$ cat src/design/esc_pkg.sv
// Shared types and constants for the environmental sensor compensation block.
package esc_pkg;

  // Default depth of the queue between the front and the back.
  localparam int unsigned QDepthDef = 4;

  // Number of register stages in the front.
  localparam int unsigned FrontStages = 3;

  // Calibration register indexes.
  typedef enum logic [2:0] {
    CFG_TEMP      = 3'd0,
    CFG_PRESS_LO  = 3'd1,
    CFG_PRESS_HI  = 3'd2,
    CFG_PRESS_HUM = 3'd3,
    CFG_HUM       = 3'd4
  } cfg_idx_e;

  // Request handed from the front to the back: fine temperature and raw readings.
  typedef struct packed {
    logic signed [31:0] tf;
    logic [19:0]        ap;
    logic [15:0]        ah;
  } fine_item_t;

  // Side information that travels alongside the pressure divide.
  typedef struct packed {
    logic signed [31:0] temp;
    logic [16:0]        hum;
    logic               dz;
    logic               neg;
  } div_side_t;

  localparam logic signed [63:0] PressBias = 64'sh0000_8000_0000_0000;
  localparam logic signed [31:0] HumMax    = 32'sd419430400;

endpackage

$ cat src/design/esc_queue.sv
// Short queue that decouples the front from the back.
module esc_queue #(
  parameter int unsigned Depth = esc_pkg::QDepthDef
) (
  input  logic                              clk_i,
  input  logic                              rst_ni,
  input  logic                              push_i,
  input  esc_pkg::fine_item_t               data_i,
  input  logic                              pop_i,
  output logic                              valid_o,
  output esc_pkg::fine_item_t               data_o,
  output logic [$clog2(Depth+1)-1:0]        level_o
);
  import esc_pkg::*;

  localparam int unsigned PW = $clog2(Depth);
  localparam int unsigned CW = $clog2(Depth + 1);

  fine_item_t      mem_q [Depth];
  logic [PW-1:0]   wr_ptr_q, rd_ptr_q;
  logic [CW-1:0]   count_q;

  // Storage.
  always_ff @(posedge clk_i) begin
    if (push_i) begin
      mem_q[wr_ptr_q] <= data_i;
    end
  end

  // Pointers and fill level.
  always_ff @(posedge clk_i or negedge rst_ni) begin
    if (!rst_ni) begin
      wr_ptr_q <= '0;
      rd_ptr_q <= '0;
      count_q  <= '0;
    end else begin
      if (push_i) begin
        wr_ptr_q <= (wr_ptr_q == PW'(Depth - 1)) ? '0 : wr_ptr_q + 1'b1;
      end
      if (pop_i) begin
        rd_ptr_q <= (rd_ptr_q == PW'(Depth - 1)) ? '0 : rd_ptr_q + 1'b1;
      end
      if (push_i && !pop_i) begin
        count_q <= count_q + 1'b1;
      end else if (!push_i && pop_i) begin
        count_q <= count_q - 1'b1;
      end
    end
  end

  assign valid_o = (count_q != '0);
  assign data_o  = mem_q[rd_ptr_q];
  assign level_o = count_q;

`ifndef ASSERT_OFF
  a_no_overflow: assert property (@(posedge clk_i) disable iff (!rst_ni)
    push_i && !pop_i |-> count_q != CW'(Depth))
    else $error("queue written while full");
  a_no_underflow: assert property (@(posedge clk_i) disable iff (!rst_ni)
    pop_i |-> count_q != '0)
    else $error("queue read while empty");
`endif

endmodule

$ cat config.mk
export PLATFORM = sky130hd
export DESIGN_NAME = esc_queue
export DESIGN_NICKNAME = d
export VERILOG_FILES = /design/src/design/esc_pkg.sv /design/src/design/esc_queue.sv
export SDC_FILE = /design/constraint.sdc
export NUM_CORES = 1
export LEC_CHECK = 0
export ABC_CLOCK_PERIOD_IN_PS = 4200
export BUFFER_PORTS_ARGS = -buffer_cell sky130_fd_sc_hd__buf_2
export CORE_UTILIZATION = 25
export CTS_BUF_LIST = sky130_fd_sc_hd__clkbuf_4
export DETAILED_ROUTE_END_ITERATION = 10
export PLACE_DENSITY = 0.5
export SYNTH_ARGS = -nofsm -noshare
export SYNTH_HDL_FRONTEND = slang
export SYNTH_SLANG_ARGS = --single-unit
$ cat constraint.sdc
create_clock -name clk_i -period 4.2 [get_ports clk_i]
set_input_delay 0.42 -clock clk_i [delete_from_list [all_inputs] [get_ports clk_i]]
set_output_delay 0.42 -clock clk_i [all_outputs]
set_load 0.01 [all_outputs]
==> summary.txt <==
Status
  – Outcome: complete, no violations

Setup path
  – CP Capture Type: primary output
  – Startpoint Class: register
  – Worst Setup SP: rd_ptr_q[0]$_DFFE_PN0P_
  – CP Class: reg -> out
  – Reg2Reg Setup Slack: 2.11 ns
  – Required time worst endpoint: approximately 3.8 ns
  – Arrival time worst endpoint: between 2 and 3 ns
  – CP max FO: between 40 and 50
  – R2R Path Start: wr_ptr_q[0]$_DFFE_PN0P_

Clock network
  – CTS tree: done
  – Num CTS Buffers: 78
  – Clock Tree Buf Depth: 3
  – Clk sinks: ~280
  – Post-CTS Setup Bufs: 0
  – Hold_buf cts: 72
  – H-tree depth: 3
  – Clk Latency, worst-skew pair: roughly 0.70 ns
  – Post-CTS sizing: 0
  – Clock-pin transition on the worst setup and hold timing paths: approximately 0.060 ns
  – Root Buffer Master: clkbuf_4

Timing
  – Max Clock Freq: about 320 MHz
  – Period minus WS final: ~3.1 ns
  – Clock skew: ~0.035 ns
  – Setup TNS Final: 0 ns
  – Final Hold Vio Count: 0
  – Setup violators final: 0
  – Final Max Slew Viols: 0
  – RSZ-0062 raised after global routing: false
  – Slew headroom: between 20% and 30%
  – Worst hold slack: about 0.46 ns
  – Fin crit share: 74.8%
  – Worst-margin pin slew: around 1.2 ns

Drt
  – DRC Markers: 0
  – Vias: about 5,100
  – Via density: approximately 4.1
  – Avg WL per Cell: ~17 um
  – Detailed Route WL: about 21 mm
  – ANT nets after route: 0
  – 1st-iter DRT viols: approximately 150
  – DRT Pass-1 Iters: 4

Pwr
  – Worst vdd ir: between 0.3 and 0.4 mV
  – Final total power: 8.40 mW
  – Cell Pwr Density: around 640 mW/mm2
  – Cell leakage power: between 4 and 5 nW

Hold path
  – Worst hold path class: in -> reg
  – Worst hold path startpoint: data_i[64]

Yosys
  – Synth cell types: 18
  – Mapped Cells: between 300 and 400
  – Post-synthesis cell area: ~0.01 mm2
  – Post-Syn Nets: 471
  – YS warnings: 0
  – FF+latch count, synth: around 280
  – Mean Syn Cell Area: 26.3 um2
  – Sequential area share after synthesis: about four fifths

Finish
  – Core Util, Final: about 33%
  – Synthesis-to-layout area growth: 28.1%
  – Layout cells sized above 1: roughly 46%
  – Most frequent cells in the layout: 272 x edfxtp_1, 143 x buf_2, 105 x clkbuf_4
  – Commonest non-fill, non-tap cell in the layout: edfxtp_1
  – Layout Nets: around 750

Placement
  – Final Wtd Congestion: approximately 0.67
  – DP Wirelength: approximately 12 mm
  – Port bufs: around 140

Floorplanning
  – Initial Utilization: 25.6%
  – Die H: roughly 200 um
  – Die X: between 200 and 250 um
  – Site Rows: 73
  – Boundary Pins: 144
  – Die area: 0.0420 mm2
  – CORE AREA: between 0.04 and 0.05 mm2

GRT
  – Largest net degree at the start of global routing: 69
  – Initial antenna violation count: 3
  – Grt ovf: 0
  – Vias in the first global route: 5,837
  – First-pass GRT wire length: between 30 and 40 mm
  – Overall Global Routing Usage: a little over a tenth

Flow run
  – Max-cap check violation count: 0
## cell families (layout without fill, tap and decap cells)
| group | count (synthesis) | after routing | share of synthesized area, % |
|---|---|---|---|
| buf+inv | 20 | 350 | 2.03 |
| fa+ha+maj | 7 | 7 | 0.923 |
| simple gates | 10 | 10 | 0.486 |
| mux | 71 | 71 | 15.2 |
| flops | 279 | 279 | 81.0 |
| xor+xnor | 3 | 3 | 0.255 |
| other cells | 0 | 3 | 0 |
| compound gates | 2 | 2 | 0.0972 |
## report_power, final
| group | total, mW | switching [mW] | internal (mW) |
|---|---|---|---|
| sequential | 3.85 | 0.267 | 3.59 |
| combinational | 2.22 | 1.13 | 1.09 |
| clock | 2.33 | 1.06 | 1.27 |
| total | 8.40 | 2.45 | 5.95 |
## state kept, by name (all words and copies together), names as in the netlist
name,flops
rd_ptr_q,2
mem_q,272
wr_ptr_q,2
level_o,3
## critical path, cell delays in order (launching register included)
cell	delay, ns
dfrtp_4	0.78
buf_12	0.42
mux4_2	0.58
buf_2	0.16
## layer usage
| layer | part of all wire (%) | global-route usage, % | vias to the layer above | routed length (um) |
|---|---|---|---|---|
| met1 | 40 | 11.6 | 2622 | 8330 |
| met4 | 2.4 | 5.50 | 0 | 498 |
| met2 | 52 | 17.7 | 144 | 10900 |
| met3 | 6.1 | 3.79 | 38 | 1290 |
| li1 | - | - | 2295 | - |
| met5 | 0 | 0 | - | 0 |
## final timing paths
kind                                            to  depth (start not counted)
min in group asynchronous  rd_ptr_q[1]$_DFFE_PN0P_                          3
max in group asynchronous  rd_ptr_q[0]$_DFFE_PN0P_                          3
min reg2reg                 level_o[2]$_DFFE_PN0P_                          1
min                         mem_q[3][64]$_DFFE_PP_                          2
max reg2reg                  mem_q[2][7]$_DFFE_PP_                          3
max                                     data_o[43]                          3
## final cells by class
class / instances / area [um2]
Inverter: 4 / 15.0
Clock inverter: 23 / 143
Timing Repair Buffer: 218 / 1470
Fill cell: 3923 / 27000
Multi-Input combinational cell: 93 / 1760
Clock buffer: 105 / 788
Antenna cell: 3 / 7.51
Sequential cell: 279 / 8350
Tap cell: 525 / 657
## cell usage after synthesis
master / number / share of area (%)
nor2_1: 3 / 0.11
mux4_2: 68 / 15
dfrtp_1: 7 / 1.7
fa_1: 1 / 0.19
or3_1: 1 / 0.061
and2_1: 4 / 0.24
buf_2: 7 / 0.34
buf_4: 1 / 0.073
xor2_1: 2 / 0.17
buf_12: 7 / 1.4
o21ai_0: 2 / 0.097
nand2_1: 2 / 0.073
ha_1: 6 / 0.73
edfxtp_1: 272 / 79
inv_1: 4 / 0.15
buf_6: 1 / 0.11
xnor2_1: 1 / 0.085
mux2_2: 3 / 0.33
## through the flow
step / cells / area [um2] / worst slack (ns)
CTS: 1247 / 13200 / 0.818
global placement: 1047 / 11500 / 1.73
global route: 1250 / 13200 / 0.757
floorplan: 392 / 10300 / 1.55
finish: 1250 / 13200 / 1.06
detailed placement: 1047 / 11500 / 1.69
Power figures use the tool's default switching activity.
