==> src/design/esc_pkg.sv <==
// Shared types and constants for the environmental sensor compensation block.
package esc_pkg;

  // Default depth of the queue between the front and the back.
  localparam int unsigned QDepthDef = 4;

  // Number of register stages in the front.
  localparam int unsigned FrontStages = 3;

  // Calibration register indexes.
  typedef enum logic [2:0] {
    CFG_TEMP      = 3'd0,
    CFG_PRESS_LO  = 3'd1,
    CFG_PRESS_HI  = 3'd2,
    CFG_PRESS_HUM = 3'd3,
    CFG_HUM       = 3'd4
  } cfg_idx_e;

  // Request handed from the front to the back: fine temperature and raw readings.
  typedef struct packed {
    logic signed [31:0] tf;
    logic [19:0]        ap;
    logic [15:0]        ah;
  } fine_item_t;

  // Side information that travels alongside the pressure divide.
  typedef struct packed {
    logic signed [31:0] temp;
    logic [16:0]        hum;
    logic               dz;
    logic               neg;
  } div_side_t;

  localparam logic signed [63:0] PressBias = 64'sh0000_8000_0000_0000;
  localparam logic signed [31:0] HumMax    = 32'sd419430400;

endpackage

==> src/design/esc_front.sv <==
// Front: accepts raw samples and forms the fine temperature value.
module esc_front (
  input  logic                clk_i,
  input  logic                rst_ni,
  input  logic                accept_i,
  input  logic [19:0]         raw_temperature_i,
  input  logic [19:0]         raw_pressure_i,
  input  logic [15:0]         raw_humidity_i,
  input  logic [47:0]         cal_temp_i,
  output logic                item_valid_o,
  output esc_pkg::fine_item_t item_o,
  output logic [1:0]          inflight_o
);
  import esc_pkg::*;

  logic signed [31:0] at_s, t1_s, t2_s, t3_s, a1_s, d_s;
  logic [FrontStages-1:0] vld_q;
  logic signed [31:0] m1_q, dd_q, x1_q, m2_q, tf_q;
  logic [19:0] ap1_q, ap2_q, ap3_q;
  logic [15:0] ah1_q, ah2_q, ah3_q;

  // Calibration fields and the first differences.
  assign at_s = $signed({12'b0, raw_temperature_i});
  assign t1_s = $signed({16'b0, cal_temp_i[15:0]});
  assign t2_s = 32'($signed(cal_temp_i[31:16]));
  assign t3_s = 32'($signed(cal_temp_i[47:32]));
  assign a1_s = (at_s >>> 3) - (t1_s <<< 1);
  assign d_s  = (at_s >>> 4) - t1_s;

  // Valid chain.
  always_ff @(posedge clk_i or negedge rst_ni) begin
    if (!rst_ni) begin
      vld_q <= '0;
    end else begin
      vld_q <= {vld_q[FrontStages-2:0], accept_i};
    end
  end

  // Three stages: products, scaled terms, fine temperature.
  always_ff @(posedge clk_i) begin
    m1_q  <= a1_s * t2_s;
    dd_q  <= d_s * d_s;
    ap1_q <= raw_pressure_i;
    ah1_q <= raw_humidity_i;
    x1_q  <= m1_q >>> 11;
    m2_q  <= (dd_q >>> 12) * t3_s;
    ap2_q <= ap1_q;
    ah2_q <= ah1_q;
    tf_q  <= x1_q + (m2_q >>> 14);
    ap3_q <= ap2_q;
    ah3_q <= ah2_q;
  end

  assign item_valid_o = vld_q[FrontStages-1];
  assign item_o.tf    = tf_q;
  assign item_o.ap    = ap3_q;
  assign item_o.ah    = ah3_q;
  assign inflight_o   = {1'b0, vld_q[0]} + {1'b0, vld_q[1]} + {1'b0, vld_q[2]};

endmodule

==> config.mk <==
export PLATFORM = sky130hd
export DESIGN_NAME = esc_front
export DESIGN_NICKNAME = d
export VERILOG_FILES = /design/src/design/esc_pkg.sv /design/src/design/esc_front.sv
export SDC_FILE = /design/constraint.sdc
export NUM_CORES = 2
export LEC_CHECK = 0
export BUFFER_PORTS_ARGS = -buffer_cell sky130_fd_sc_hd__buf_2
export CAP_MARGIN = 25
export CORE_UTILIZATION = 50
export CTS_BUF_LIST = sky130_fd_sc_hd__clkbuf_8
export CTS_CLUSTER_SIZE = 10
export DETAILED_ROUTE_END_ITERATION = 10
export PLACE_DENSITY = 0.67
export SLEW_MARGIN = 40
export SYNTH_ARGS = -nofsm -noshare
export SYNTH_HDL_FRONTEND = slang
export SYNTH_SLANG_ARGS = --single-unit
==> constraint.sdc <==
create_clock -name clk_i -period 15.6 [get_ports clk_i]
set_input_delay 3.12 -clock clk_i [delete_from_list [all_inputs] [get_ports clk_i]]
set_output_delay 3.12 -clock clk_i [all_outputs]
set_load 0.02 [all_outputs]
==> flow_metrics.env <==
export IMPL_status="complete, but fails checks"
export IMPL_violations="DRC"
export IMPL_cts_path_max_buffers=3
export IMPL_cp_required_ns=16.11
export IMPL_netlist_instances=3691
export IMPL_synth_edff_count=0
export IMPL_layout_common_cells="inv_1 (997), fa_1 (817), nand2_1 (454)"
export IMPL_grt_busiest_layer="met2"
export IMPL_clk_pin_slew_ns=0.06
export IMPL_gp_congestion=0.838
export IMPL_viasPerCell=4.93
export IMPL_core_area_um2=69900
export IMPL_insertedDiodeCount=0
export IMPL_dr_pass1_iters=8
export IMPL_cts_resized=0
export IMPL_fmax_mhz=86.9
export IMPL_cp_max_fo=28
export IMPL_die_area_um2=71600
export IMPL_use_met2=0.373
export IMPL_synth_seq_cells=213
export IMPL_max_slew_margin_rel=0.414
export IMPL_grt_max_degree=37
export IMPL_drtIter0Drc=994
export IMPL_ant_nets=0
export IMPL_portBuffers=174
export IMPL_initial_core_util=0.504
export IMPL_holdCritPathClass="flip-flop to flip-flop"
export IMPL_hold_buffers=0
export IMPL_fin_tns_setup_ns=0
export IMPL_fin_crit_ns=11.50
export IMPL_start_kind="input port"
export IMPL_wl_per_cell_um=15.3
export IMPL_wl_um=72800
export IMPL_criticalPathCategory="input port to flip-flop"
export IMPL_first_global_vias=25500
export IMPL_num_fill_cells=6426
export IMPL_clockRootBuffer="clkbuf_8"
export IMPL_critPathMaxStageDelay_ns=0.50
export IMPL_netlist_area_um2=35300
export IMPL_fp_dieH_um=268
export IMPL_hold_viol_final=0
export IMPL_crit_path_end_kind="flip-flop"
export IMPL_cts_buffers=36
export IMPL_layout_commonest_cell="inv_1"
export IMPL_rsz0062_at_grt="false"
export IMPL_seq_area_frac_synth=0.121
export IMPL_async_reset_ff_frac=0.0141
export IMPL_clk_latency_ns=0.59
export IMPL_grt_total_usage=0.221
export IMPL_final_nets=4993
export IMPL_area_growth_pct=6.92
export IMPL_min_path_cells=0
export IMPL_post_cts_buffers=0
export IMPL_maxCapViolCount=0
export IMPL_drive_gt1_frac=0.0740
export IMPL_fin_crit_sh=0.737
export IMPL_vias=23400
export IMPL_syn_area_per_cell_um2=9.55
export IMPL_grt_overflow_total=0
export IMPL_grtUsageMet1=0.292
export IMPL_row_count=97
export IMPL_synth_ff_type="dfxtp_1"
export IMPL_crit_arrival_ns=12.01
export IMPL_maxSlewViolCount=0
export IMPL_fp_dieW_um=268
export IMPL_clock_sinks=213
export IMPL_r2r_cells=20
export IMPL_pin_count=178
export IMPL_detailed_place_hpwl_um=59900
export IMPL_globalRouteMet3Util=0.0296
export IMPL_antenna_found_initial=0
export IMPL_synth_cell_types=70
export IMPL_grt_pass1_wl_um=125000
export IMPL_hold_path_end="ah2_q[5]"
export IMPL_r2r_start="dd_q[19]"
export IMPL_hp_start="ah1_q[5]"
export IMPL_syn_num_nets=4891
export IMPL_setup_viol=0
export IMPL_drc=2
export IMPL_cts_tree="done"
export IMPL_rrSetupSlack_ns=8.82
export IMPL_worstMarginPinSlew_ns=0.873
export IMPL_cp_slowest_cell="fa_1"
export IMPL_clock_skew_ns=0.0439
export IMPL_r2r_end="m2_q[31]"
export IMPL_htree_levels=2
export IMPL_yosysWarnings=0
## Yosys cell counts (9+ instances only)
library cell,n,area [um^2]
inv_1,990,3720
fa_1,817,16400
nand2_1,454,1700
ha_1,276,3450
and2_1,235,1470
dfxtp_1,210,4200
nor2_1,116,435
clkbuf_1,114,428
xnor2_1,100,876
a21oi_1,55,275
nand2b_1,31,194
o21ai_0,31,155
xor2_1,30,263
a21o_1,24,180
nor3_1,21,105
nor2b_1,20,125
o21a_1,19,143
buf_4,10,75.1
nand3_1,9,45.0
## worst max-delay path, delay by kind of cell
kind	cells	cell delay, ns
adder cells (fa/ha/maj)	9	3.96
AO/OA/AOI/OAI	13	3.01
buffers and inverters	9	1.20
AND/OR/NAND/NOR	2	0.43
XOR/XNOR	2	0.29
## through the flow
step	utilization	hold slack [ns]	worst slack, ns	instance area (um^2)	cells
floorplan	-	0.310	4.98	35300	3691
global placement	0.529	0.310	3.77	37000	4695
detailed placement	0.529	0.312	3.64	37000	4695
CTS	0.539	0.299	4.25	37700	4753
global route	0.539	0.302	3.56	37700	4753
finish	0.539	0.308	4.10	37700	4753
## cell type report
type                            instances  area, um^2  share of cell area
Clock buffer                           41         564              0.0150
Clock inverter                         17         149             0.00395
Inverter                              994        3730              0.0990
Multi-Input combinational cell       2351       26800               0.710
Sequential cell                       213        4280               0.114
Tap cell                              940        1180              0.0312
Timing Repair Buffer                  197        1040              0.0277
## per-layer routing
layer	routed length (um)	vias to the layer above
met3	3980	103
met5	0	-
met4	2440	0
li1	-	10800
met1	31000	11900
met2	35500	564
## registers in the layout, indices dropped and copies added (netlist names)
register  cells
x1_q         21
m2_q         18
ah1_q        16
vld_q         3
m1_q         21
dd_q         20
tf_q         22
ah3_q        16
ap3_q        20
ap2_q        20
ah2_q        16
ap1_q        20
## logic make-up after synthesis
kind of cell / synth area share
AOI/OAI and AO/OA: 0.0386
adders and majority gates: 0.562
and+or+nand+nor: 0.123
xor gates and xnor gates: 0.0339
buffers and inverters: 0.121
muxes: 0.000603
DFF: 0.121
## worst max path at each step
stage,from,endpoint,slack (ns),cells past startpoint
after floorplan,raw_temperature_i[4],dd_q[31],4.98,32
after global placement,raw_temperature_i[4],dd_q[31],3.77,35
after detailed placement,raw_temperature_i[4],dd_q[31],3.64,35
after CTS,raw_temperature_i[4],dd_q[31],4.25,35
after global routing,raw_temperature_i[4],dd_q[31],3.56,35
final,raw_temperature_i[4],dd_q[31],4.10,35
Power is not shown: default switching activity piles up to over one toggle a cycle in this logic, so the estimate is an artifact.
